## config.mk

```make
export PLATFORM = sky130hd
export DESIGN_NAME = midi_note_duration_tracker_unit
export DESIGN_NICKNAME = d
export VERILOG_FILES = /design/src/rtl/mndt_pkg.sv /design/src/rtl/mndt_front.sv /design/src/rtl/mndt_queue.sv /design/src/rtl/mndt_back.sv /design/src/rtl/midi_note_duration_tracker_unit.sv
export SDC_FILE = /design/constraint.sdc
export NUM_CORES = 2
export LEC_CHECK = 0
export BUFFER_PORTS_ARGS = -buffer_cell sky130_fd_sc_hd__buf_4
export CAP_MARGIN = 20
export CELL_PAD_IN_SITES_DETAIL_PLACEMENT = 2
export CELL_PAD_IN_SITES_GLOBAL_PLACEMENT = 2
export CORE_MARGIN = 2
export CORE_UTILIZATION = 55
export DETAILED_ROUTE_END_ITERATION = 7
export MAX_ROUTING_LAYER = met4
export PLACE_DENSITY_LB_ADDON = 0.1
export SYNTH_ARGS = -nofsm -noshare
export SYNTH_HDL_FRONTEND = slang
export SYNTH_HIERARCHICAL = 1
export SYNTH_MEMORY_MAX_BITS = 65536
export SYNTH_SLANG_ARGS = --single-unit
```

## constraint.sdc

```tcl
create_clock -name clk -period 14.95 [get_ports clk]
set_clock_uncertainty 0.1 [all_clocks]
set_input_delay 2.99 -clock clk [delete_from_list [all_inputs] [get_ports clk]]
set_output_delay 2.99 -clock clk [all_outputs]
set_load 0.005 [all_outputs]
```

## src/rtl/mndt_pkg.sv

```systemverilog
// shared types and constants for the midi note duration tracker
// no dependencies; imported by every module of the block
`default_nettype none

package mndt_pkg;

  localparam int unsigned CFG_INDEX_BITS = 2;
  localparam int unsigned CFG_DATA_BITS  = 5;

  localparam logic [CFG_INDEX_BITS-1:0] REG_SEND_MIDI         = 2'd0;
  localparam logic [CFG_INDEX_BITS-1:0] REG_BASE_CHANNEL      = 2'd1;
  localparam logic [CFG_INDEX_BITS-1:0] REG_NOTES_PER_CHANNEL = 2'd2;

  localparam logic [6:0] ON_VELOCITY  = 7'd100;
  localparam logic [6:0] OFF_VELOCITY = 7'd0;
  localparam logic [3:0] ON_CODE      = 4'h9;
  localparam logic [3:0] OFF_CODE     = 4'h8;
  localparam logic [3:0] CHAN_MASK    = 4'hF;

  localparam logic [2:0] MOD_LAST_STEP = 3'd6;

  typedef enum logic {
    KIND_NOTE_ON,
    KIND_TICK
  } kind_t;

  typedef struct packed {
    kind_t       kind;
    logic [6:0]  note;
    logic [15:0] duration;
  } item_t;

  typedef struct packed {
    logic       send_midi;
    logic [3:0] base_channel;
    logic [4:0] notes_per_channel;
  } cfg_t;

  typedef enum logic [1:0] {
    ST_IDLE,
    ST_MOD,
    ST_SCAN,
    ST_FLUSH
  } state_t;

endpackage

`default_nettype wire

```

## src/rtl/mndt_front.sv

```systemverilog
// front end: accepts input items, classifies them and drops out-of-range note-ons
// depends on mndt_pkg
`default_nettype none

module mndt_front #(
  parameter int unsigned NOTE_COUNT = 128
) (
  input  wire logic           in_valid,
  output logic                in_ready,
  input  wire logic           mode,
  input  wire logic [6:0]     note,
  input  wire logic [15:0]    duration_ticks,
  output logic                push_valid,
  input  wire logic           push_ready,
  output mndt_pkg::item_t     push_item
);
  import mndt_pkg::*;

  logic in_range;
  logic keep;

  always_comb begin
    in_range = {1'b0, note} < 8'(NOTE_COUNT);
    keep     = mode || in_range;
    in_ready = push_ready;
    push_valid = in_valid && keep;
    push_item.kind     = mode ? KIND_TICK : KIND_NOTE_ON;
    push_item.note     = note;
    push_item.duration = duration_ticks;
  end

endmodule

`default_nettype wire

```

## src/rtl/mndt_queue.sv

```systemverilog
// two-entry item queue between front and back end
// depends on mndt_pkg
`default_nettype none

module mndt_queue (
  input  wire logic           clk,
  input  wire logic           rst,
  input  wire logic           push_valid,
  output logic                push_ready,
  input  wire mndt_pkg::item_t push_item,
  output logic                pop_valid,
  input  wire logic           pop_ready,
  output mndt_pkg::item_t     pop_item
);
  import mndt_pkg::*;

  item_t      entries [2];
  logic       wr_ptr;
  logic       rd_ptr;
  logic [1:0] count;
  logic       do_push;
  logic       do_pop;

  always_comb begin
    push_ready = count != 2'd2;
    pop_valid  = count != 2'd0;
    pop_item   = entries[rd_ptr];
    do_push    = push_valid && push_ready;
    do_pop     = pop_valid && pop_ready;
  end

  always_ff @(posedge clk) begin
    if (rst) begin
      wr_ptr <= 1'b0;
      rd_ptr <= 1'b0;
      count  <= 2'd0;
    end else begin
      if (do_push) wr_ptr <= !wr_ptr;
      if (do_pop) rd_ptr <= !rd_ptr;
      unique case ({do_push, do_pop})
        2'b10:   count <= count + 2'd1;
        2'b01:   count <= count - 2'd1;
        default: count <= count;
      endcase
    end
  end

  always_ff @(posedge clk) begin
    if (do_push) entries[wr_ptr] <= push_item;
  end

endmodule

`default_nettype wire

```

## src/rtl/mndt_back.sv

```systemverilog
// back end: note table, expiry memory, tick scan, channel remainder and output register
// depends on mndt_pkg
`default_nettype none

module mndt_back #(
  parameter int unsigned NOTE_COUNT        = 128,
  parameter int unsigned TIME_BITS         = 32,
  parameter int unsigned MAX_OFFS_PER_TICK = 64
) (
  input  wire logic            clk,
  input  wire logic            rst,
  input  wire mndt_pkg::cfg_t  cfg,
  input  wire logic            pop_valid,
  output logic                 pop_ready,
  input  wire mndt_pkg::item_t pop_item,
  output logic                 out_valid,
  input  wire logic            out_ready,
  output logic [7:0]           status_byte,
  output logic [6:0]           note_number,
  output logic [6:0]           velocity,
  output logic                 last
);
  import mndt_pkg::*;

  localparam int unsigned NB = $clog2(NOTE_COUNT);
  localparam int unsigned CW = $clog2(MAX_OFFS_PER_TICK + 1);
  localparam logic [NB:0]   NC_END  = (NB+1)'(NOTE_COUNT);
  localparam logic [CW-1:0] MAX_CNT = CW'(MAX_OFFS_PER_TICK);

  state_t state;
  state_t state_next;

  logic [NOTE_COUNT-1:0] sounding;
  logic [TIME_BITS-1:0]  expiry_mem [NOTE_COUNT];
  logic [TIME_BITS-1:0]  tick_now;

  logic [NB:0]           scan_idx;
  logic [4:0]            chan_issue;
  logic [4:0]            chan_issue_next;
  logic                  rd_valid;
  logic [NB-1:0]         rd_idx;
  logic [4:0]            rd_chan;
  logic [TIME_BITS-1:0]  rd_data;
  logic [CW-1:0]         cleared;

  logic [4:0]            rem;
  logic [5:0]            rem_shift;
  logic [4:0]            rem_next;
  logic [6:0]            mod_bits;
  logic [2:0]            step;
  logic [6:0]            item_note;

  logic                  hold_valid;
  logic [7:0]            hold_status;
  logic [6:0]            hold_note;
  logic [6:0]            hold_vel;

  logic [NB-1:0]         note_idx;
  logic                  mem_we;
  logic [TIME_BITS-1:0]  time_diff;
  logic                  expired;
  logic                  issuing;
  logic                  hit;
  logic                  slot_free;
  logic                  stall;
  logic                  advance;
  logic                  out_load;
  logic                  out_last;
  logic [3:0]            scan_chan;
  logic [3:0]            on_chan;

  always_comb begin
    note_idx  = pop_item.note[NB-1:0];
    time_diff = tick_now - rd_data;
    expired   = (time_diff != '0) && !time_diff[TIME_BITS-1];
    issuing   = scan_idx != NC_END;
    hit       = rd_valid && sounding[rd_idx] && expired && (cleared != MAX_CNT);
    slot_free = !out_valid || out_ready;
    rem_shift = {rem, mod_bits[6]};
    rem_next  = (rem_shift >= {1'b0, cfg.notes_per_channel}) ?
                5'(rem_shift - {1'b0, cfg.notes_per_channel}) : rem_shift[4:0];
    scan_chan = (cfg.notes_per_channel == 5'd0) ? cfg.base_channel : rd_chan[3:0] & CHAN_MASK;
    on_chan   = (cfg.notes_per_channel == 5'd0) ? cfg.base_channel : rem_next[3:0] & CHAN_MASK;
    if (cfg.notes_per_channel == 5'd0 || chan_issue == cfg.notes_per_channel - 5'd1) begin
      chan_issue_next = 5'd0;
    end else begin
      chan_issue_next = chan_issue + 5'd1;
    end
  end

  always_comb begin
    state_next = state;
    pop_ready  = 1'b0;
    stall      = 1'b0;
    out_load   = 1'b0;
    out_last   = 1'b0;
    mem_we     = 1'b0;
    unique case (state)
      ST_IDLE: begin
        pop_ready = 1'b1;
        if (pop_valid) begin
          if (pop_item.kind == KIND_TICK) begin
            state_next = ST_SCAN;
          end else if (!sounding[note_idx]) begin
            mem_we = 1'b1;
            if (cfg.send_midi) state_next = ST_MOD;
          end
        end
      end
      ST_MOD: begin
        if (step == MOD_LAST_STEP) state_next = ST_FLUSH;
      end
      ST_SCAN: begin
        if (cleared == MAX_CNT || (!issuing && !rd_valid)) begin
          state_next = ST_FLUSH;
        end else if (hit && cfg.send_midi && hold_valid) begin
          if (slot_free) out_load = 1'b1;
          else stall = 1'b1;
        end
      end
      ST_FLUSH: begin
        if (hold_valid) begin
          if (slot_free) begin
            out_load   = 1'b1;
            out_last   = 1'b1;
            state_next = ST_IDLE;
          end
        end else begin
          state_next = ST_IDLE;
        end
      end
      default: state_next = ST_IDLE;
    endcase
    advance = (state == ST_SCAN) && !stall;
  end

  always_ff @(posedge clk) begin
    if (rst) state <= ST_IDLE;
    else state <= state_next;
  end

  always_ff @(posedge clk) begin
    if (rst) begin
      sounding   <= '0;
      tick_now   <= '0;
      hold_valid <= 1'b0;
      out_valid  <= 1'b0;
      rd_valid   <= 1'b0;
    end else begin
      if (out_load) out_valid <= 1'b1;
      else if (out_ready) out_valid <= 1'b0;
      unique case (state)
        ST_IDLE: begin
          if (pop_valid) begin
            if (pop_item.kind == KIND_TICK) begin
              tick_now <= tick_now + TIME_BITS'(1);
              rd_valid <= 1'b0;
            end else if (!sounding[note_idx]) begin
              sounding[note_idx] <= 1'b1;
            end
          end
        end
        ST_MOD: begin
          if (step == MOD_LAST_STEP) hold_valid <= 1'b1;
        end
        ST_SCAN: begin
          if (advance) rd_valid <= issuing;
          if (hit && !stall) begin
            sounding[rd_idx] <= 1'b0;
            if (cfg.send_midi) hold_valid <= 1'b1;
          end
        end
        ST_FLUSH: begin
          if (out_load) hold_valid <= 1'b0;
        end
        default: hold_valid <= hold_valid;
      endcase
    end
  end

  always_ff @(posedge clk) begin
    unique case (state)
      ST_IDLE: begin
        scan_idx   <= '0;
        chan_issue <= 5'd0;
        cleared    <= '0;
        rem        <= 5'd0;
        step       <= 3'd0;
        mod_bits   <= pop_item.note;
        item_note  <= pop_item.note;
      end
      ST_MOD: begin
        rem      <= rem_next;
        mod_bits <= {mod_bits[5:0], 1'b0};
        step     <= step + 3'd1;
        if (step == MOD_LAST_STEP) begin
          hold_status <= {ON_CODE, on_chan};
          hold_note   <= item_note;
          hold_vel    <= ON_VELOCITY;
        end
      end
      ST_SCAN: begin
        if (advance) begin
          rd_idx  <= scan_idx[NB-1:0];
          rd_chan <= chan_issue;
          if (issuing) begin
            scan_idx   <= scan_idx + (NB+1)'(1);
            chan_issue <= chan_issue_next;
          end
        end
        if (hit && !stall) begin
          cleared <= cleared + CW'(1);
          hold_status <= {OFF_CODE, scan_chan};
          hold_note   <= 7'(rd_idx);
          hold_vel    <= OFF_VELOCITY;
        end
      end
      default: begin
        scan_idx <= scan_idx;
      end
    endcase
    if (out_load) begin
      status_byte <= hold_status;
      note_number <= hold_note;
      velocity    <= hold_vel;
      last        <= out_last;
    end
  end

  always_ff @(posedge clk) begin
    if (mem_we) expiry_mem[note_idx] <= tick_now + TIME_BITS'(pop_item.duration);
    if (advance && issuing) rd_data <= expiry_mem[scan_idx[NB-1:0]];
  end

endmodule

`default_nettype wire

```

## src/rtl/midi_note_duration_tracker_unit.sv

```systemverilog
// midi note duration tracker: tracks sounding notes and emits note-on / note-off messages
// top level; depends on mndt_pkg, mndt_front, mndt_queue, mndt_back
//
// usage:
//   input channel (in_valid/in_ready, mode, note, duration_ticks): mode 0 asks for a
//   note-on, mode 1 is one time tick. output channel (out_valid/out_ready,
//   status_byte, note_number, velocity, last) carries midi messages; last marks the
//   final message of an item. the config port (cfg_write, cfg_index, cfg_data) writes
//   send_midi, base_channel and notes_per_channel with no wait.
//   a note-on runs a bit-serial remainder over the note number that picks the
//   channel. a tick scans the note table: the scan reads one expiry entry per cycle,
//   unless the output stalls, from the single-port expiry memory.
//   a two-entry queue sits between the input and the back end, so up to two items are
//   held while a tick is being scanned.
//   reset clears the note table, the tick counter and the registers to send_midi = 1,
//   base_channel = 0, notes_per_channel = 0; no clearing pass is needed.
//   when the receiver stalls, one message waits in the output register and one more in
//   a hold register, then the scan pauses until the output moves again.
`default_nettype none

module midi_note_duration_tracker_unit #(
  parameter int unsigned NOTE_COUNT        = 128,
  parameter int unsigned TIME_BITS         = 32,
  parameter int unsigned MAX_OFFS_PER_TICK = 64
) (
  input  wire logic                                 clk,
  input  wire logic                                 rst,
  input  wire logic                                 cfg_write,
  input  wire logic [mndt_pkg::CFG_INDEX_BITS-1:0]  cfg_index,
  input  wire logic [mndt_pkg::CFG_DATA_BITS-1:0]   cfg_data,
  input  wire logic                                 in_valid,
  output logic                                      in_ready,
  input  wire logic                                 mode,
  input  wire logic [6:0]                           note,
  input  wire logic [15:0]                          duration_ticks,
  output logic                                      out_valid,
  input  wire logic                                 out_ready,
  output logic [7:0]                                status_byte,
  output logic [6:0]                                note_number,
  output logic [6:0]                                velocity,
  output logic                                      last
);
  import mndt_pkg::*;

  cfg_t  cfg;
  logic  push_valid;
  logic  push_ready;
  item_t push_item;
  logic  pop_valid;
  logic  pop_ready;
  item_t pop_item;

  always_ff @(posedge clk) begin
    if (rst) begin
      cfg.send_midi         <= 1'b1;
      cfg.base_channel      <= 4'd0;
      cfg.notes_per_channel <= 5'd0;
    end else if (cfg_write) begin
      unique case (cfg_index)
        REG_SEND_MIDI:         cfg.send_midi         <= cfg_data[0];
        REG_BASE_CHANNEL:      cfg.base_channel      <= cfg_data[3:0];
        REG_NOTES_PER_CHANNEL: cfg.notes_per_channel <= cfg_data[4:0];
        default:               cfg <= cfg;
      endcase
    end
  end

  mndt_front #(
    .NOTE_COUNT(NOTE_COUNT)
  ) u_front (
    .in_valid       (in_valid),
    .in_ready       (in_ready),
    .mode           (mode),
    .note           (note),
    .duration_ticks (duration_ticks),
    .push_valid     (push_valid),
    .push_ready     (push_ready),
    .push_item      (push_item)
  );

  mndt_queue u_queue (
    .clk        (clk),
    .rst        (rst),
    .push_valid (push_valid),
    .push_ready (push_ready),
    .push_item  (push_item),
    .pop_valid  (pop_valid),
    .pop_ready  (pop_ready),
    .pop_item   (pop_item)
  );

  mndt_back #(
    .NOTE_COUNT        (NOTE_COUNT),
    .TIME_BITS         (TIME_BITS),
    .MAX_OFFS_PER_TICK (MAX_OFFS_PER_TICK)
  ) u_back (
    .clk         (clk),
    .rst         (rst),
    .cfg         (cfg),
    .pop_valid   (pop_valid),
    .pop_ready   (pop_ready),
    .pop_item    (pop_item),
    .out_valid   (out_valid),
    .out_ready   (out_ready),
    .status_byte (status_byte),
    .note_number (note_number),
    .velocity    (velocity),
    .last        (last)
  );

endmodule

`default_nettype wire

```

==> Flow_metrics.wiki, run 1 <==
{| class="wikitable"
! Metric !! Value
|-
| Status || did not finish
|-
| Stage at which the run stopped || detailed placement
|-
| Stop Error || [ERROR DPL-0033] detailed placement checks failed during check placement.
|-
| Yosys synthesis warning count || 6
|-
| # IOs || 61
|-
| Mapped Area || between 0.15 and 0.2 mm^2
|-
| Share of the yosys chip area belonging to registers || ~75%
|-
| Share of the synthesized area in the top cell type || 72.8%
|-
| Initial cell density of the core || a little under three fifths
|-
| Synthesized netlist cell count || between 8,000 and 9,000
|-
| Most instantiated flip-flop cell in the synthesis netlist || edfxtp_1
|-
| Largest cells by area after synthesis || edfxtp_1, mux4_2, dfxtp_1
|-
| Syn_area_per_cell || around 21 um^2
|-
| Global placement routability congestion || approximately 0.9
|-
| Total half-perimeter wirelength after legalization and detailed placement || 428,000 um
|-
| Number of flops mapped to enable cells by yosys || 4,254
|-
| Fraction of synthesis flops using an asynchronous set or reset pin || 0%
|-
| FP Rows || roughly 210
|-
| Number of distinct standard cells referenced by the synthesized netlist || around 110
|-
| Largest area contributor in the netlist || edfxtp_1
|-
| Yosys reg bits || between 4,000 and 5,000
|-
| Number of input and output port buffers inserted || 53
|-
| Chip height || 569 um
|-
| Die Wd || 569 um
|}
[kinds of logic after synthesis]
| kind of cell | after synthesis | synth area share (%) |
|---|---|---|
| adder cells (fa/ha/maj) | 69 | 0.505 |
| flip-flops | 4434 | 74.8 |
| buffers and inverters | 581 | 1.43 |
| AND/OR/NAND/NOR | 913 | 2.45 |
| other | 2 | 0.00428 |
| XOR/XNOR | 90 | 0.449 |
| multiplexers | 1478 | 17.9 |
| AO/OA/AOI/OAI | 603 | 2.49 |
[through the flow]
step	worst slack, ps	instance area (um^2)	cells
after floorplan	7200	176000	8175
after global placement	8290	183000	12200
[Yosys cell counts (81+ instances only)]
| cell type | number |
|---|---|
| mux4_2 | 1314 |
| nand2_1 | 232 |
| mux2i_1 | 81 |
| dfxtp_1 | 180 |
| inv_1 | 83 |
| a21oi_1 | 145 |
| edfxtp_1 | 4254 |
| nor2_1 | 336 |
| nand3_1 | 93 |
| clkbuf_1 | 263 |
| buf_1 | 119 |
==> run 2: changes to the inputs <==
CELL_PAD_IN_SITES_DETAIL_PLACEMENT = default   (was 2)
CELL_PAD_IN_SITES_GLOBAL_PLACEMENT = default   (was 2)
CORE_UTILIZATION = 40   (was 55)
MAX_ROUTING_LAYER = default   (was met4)
PLACE_DENSITY_LB_ADDON = 0.15   (was 0.1)
==> Flow_metrics.wiki, run 2 <==
{| class="wikitable"
! Metric !! Value
|-
| Critical Path, Cell by Cell || mux2_2 -> buf_4 -> mux4_1 -> mux4_2 -> and2_0 -> a311oi_1 -> a311oi_1 -> a31oi_1 -> nand2_2 -> nor4_4 -> nand2_2 -> buf_4 -> nor2_4 -> buf_4
|-
| Most frequent cells in the layout || edfxtp_1, mux4_2, clkbuf_16
|-
| Clock sink count || ~4,400
|-
| Largest registers || u_back/expiry_mem x4096, u_back/sounding x128, u_queue/entries x48
|-
| Number of antenna-violating nets in the routed design || 0
|-
| DRC errors left || 0
|-
| Total wire length || around 510,000 um
|-
| Cell at the root of the clock tree || clkbuf_16
|-
| PwrDens || roughly 180 mW/mm^2
|-
| Via count || 88,000
|-
| Share of the yosys chip area belonging to registers || 74.8% (unchanged)
|-
| Chip height || 666 um (was 569 um)
|-
| Number of distinct standard cells referenced by the synthesized netlist || 107 (unchanged)
|-
| Number of hold violations in the final report || 0
|-
| Clock transition at the register clock pins on the worst setup and hold paths after CTS || 60 ps
|-
| Crit Path Class || flip-flop to flip-flop
|-
| Post-route cell area || 0.199 mm^2
|-
| Most frequent CP cell || buf_4
|-
| Min cycle time layout || ~6900 ps
|-
| FP Rows || 243 (was 207)
|-
| Largest area contributor in the netlist || edfxtp_1 (unchanged)
|-
| Top layer reached by signal wires || met4
|-
| R2r setup slk || ~8100 ps
|-
| Worst vdd rail ir drop || 0.000136 V
|-
| M1 WL || 218,000 um
|-
| Most common cell after layout, fill and taps aside || edfxtp_1
|-
| Syn_area_per_cell || 21.5 um^2 (unchanged)
|-
| Net count reported at finish || 8,621
|-
| Layout cells sized above 1 || just under 30%
|-
| Most instantiated cells after synthesis || edfxtp_1, mux4_2, nor2_1 (unchanged)
|-
| WP data required || 15,490 ps
|-
| Number of stages on the worst setup path || 14
|-
| Core Region || approximately 0.44 mm^2
|-
| Router iterations before antenna repair || 5
|-
| Largest stage delay on the critical path || between 700 and 800 ps
|-
| Number of instances on the worst hold path || 0
|-
| Total number of H-tree levels || 5
|-
| Initial drt markers || 10,100
|-
| Die Wd || 666 um (was 569 um)
|-
| Share of the synthesized area in the top cell type || 72.8% (unchanged)
|-
| Final setup TNS || 0 ps
|-
| Die area || about 0.44 mm^2
|-
| Unrepaired setup endpoints after global routing || no
|-
| CTS tree || yes
|-
| Number of global-route vias before repair || 88,700
|-
| Number of input and output port buffers inserted || 53 (unchanged)
|-
| Number of slew-limit violations in the final report || 0
|-
| Number of hold-repair buffers added at the cts stage || 0
|-
| Initial cell density of the core || 40.1% (was 55.2%)
|-
| Pin count of the biggest net entering global routing || roughly 110
|-
| Yosys reg bits || 4,434 (unchanged)
|-
| Total clock buffers created by CTS || about 450
|-
| Fraction of synthesis flops using an asynchronous set or reset pin || 0% (unchanged)
|-
| Endpoints failing setup || 0
|-
| Status || complete, no violations (was did not finish)
|-
| Placed standard-cell area || 0.185 mm^2
|-
| Share of the clock period used by the worst path after layout || between 40% and 50%
|-
| Resize count post-CTS || 0
|-
| Most instantiated flip-flop cell in the synthesis netlist || edfxtp_1 (unchanged)
|-
| Detailed-routed wire length on met3 || about 34,000 um
|-
| Yosys synthesis warning count || 6 (unchanged)
|-
| Total half-perimeter wirelength after legalization and detailed placement || 288,000 um (was 428,000 um)
|-
| Critical Path Sink Type || flip-flop
|-
| Initial antenna violation count || 30
|-
| Area Overhead vs Synth || 13.6%
|-
| Largest Register || u_back/expiry_mem
|-
| Met2 wire len || 246,000 um
|-
| Cell depth of the worst flop-to-flop path || 14
|-
| Worst max-slew margin expressed relative to the limit || ~14%
|-
| Highest achievable clock rate || 0.145 GHz
|-
| Leakage || 60.7 nW
|-
| Largest cells by area after synthesis || edfxtp_1, mux4_2, dfxtp_1 (unchanged)
|-
| End-of-flow core utilization || 45.6%
|-
| Post-route setup slack || just over 8000 ps
|-
| # IOs || 61 (unchanged)
|-
| Most frequent cell after synthesis || edfxtp_1 (unchanged)
|-
| Number of flops mapped to enable cells by yosys || 4,254 (unchanged)
|-
| Mapped Area || 0.176 mm^2 (unchanged)
|-
| Flip-flop count of the largest register after layout || around 4,100
|-
| Class of the tightest hold or removal check || flip-flop to flip-flop
|-
| Setup crit start kind || flip-flop
|-
| Cell with the largest stage delay on the worst path || dfxtp_1
|-
| Max-capacitance violation count || 0
|-
| Synthesized netlist cell count || 8,170 (unchanged)
|-
| Crit path buf inv count || 3
|-
| Data arrival time of the critical path || approximately 7400 ps
|-
| Setup slack at placement || 8060 ps
|-
| Source-to-sink clock delay at the later pin of the worst-skew pair || slightly above 1000 ps
|-
| Via density || approximately 6
|-
| Actual slew at the worst max-slew pin || approximately 1300 ps
|-
| Clock Path Buffers || 4
|-
| Overall fraction of global-route tracks in use || ~23%
|-
| Worst Path Max Fanout || 39
|-
| Total overflow reported by the global router || 0
|-
| Crit path max-delay family || simple AND/OR/NAND/NOR gates
|-
| Number of buffers inserted to repair setup after CTS || 0
|-
| Average wire per standard cell || 34.8 um
|-
| Global placement routability congestion || 0.898 (was 0.890)
|-
| Global-route wire length before repair || 709,000 um
|}
[run 2: cell counts after synthesis]
No cell type changed its count.
[run 2: cells by family (layout without fill, tap and decap cells)]
logic type	count (synthesis)	after routing	share of synthesized area, %
AO/OA/AOI/OAI	603	603	2.49
XOR/XNOR	90	90	0.449
adder cells (fa/ha/maj)	69	69	0.505
buffers and inverters	581	1297	1.43
flip-flops	4434	4434	74.8
multiplexers	1478	1478	17.9
other	2	23	0.00428
AND/OR/NAND/NOR	913	913	2.45
[run 2: final timing paths]
kind / from / end
min reg2reg: u_back/hold_vel[5] / u_back/velocity[5]
max reg2reg: flip-flop / u_back/expiry_mem[20][18]
max: flip-flop / u_back/expiry_mem[20][18]
min: u_back/hold_vel[5] / u_back/velocity[5]
[run 2: cell type report]
class,count,area (um^2)
sequential,4434,131000
tap,5757,7200
timing repair buffer,376,3200
clock inverter,266,2270
antenna,16,40.0
multi-input combinational,3160,43000
fill,36400,238000
clock buffer,565,12100
inverter,90,343
[run 2: stage by stage]
step	cells	hold slack [ps]	total power [mW]
floorplan	8175	300	20.7
global placement	13800	301	24.9
detailed placement	13800	305	25.0
CTS	14600	318	36.0
global route	14700	320	36.7
finish	14700	313	35.6
[run 2: routing by layer]
metal / global-route usage (%) / up-vias
li1: - / 35100
met1: 32.9 / 48800
met2: 36.7 / 3373
met3: 2.88 / 709
met4: 5.74 / 0
met5: 0 / -
[run 2: worst reg2reg max path: stages (launching register included)]
cell	delay (ps)
dfxtp_1	750
mux2_2	280
buf_4	460
mux4_1	690
mux4_2	500
and2_0	180
a311oi_1	270
a311oi_1	100
a31oi_1	460
nand2_2	200
nor4_4	420
nand2_2	460
buf_4	430
nor2_4	780
buf_4	440
[run 2: power breakdown]
| group | internal [mW] | switching [mW] | total (mW) |
|---|---|---|---|
| registers | 14.4 | 0.0898 | 14.5 |
| clock network | 6.26 | 4.77 | 11.0 |
| logic | 3.79 | 6.30 | 10.1 |
No activity file was read; power rests on OpenSTA's default activity.
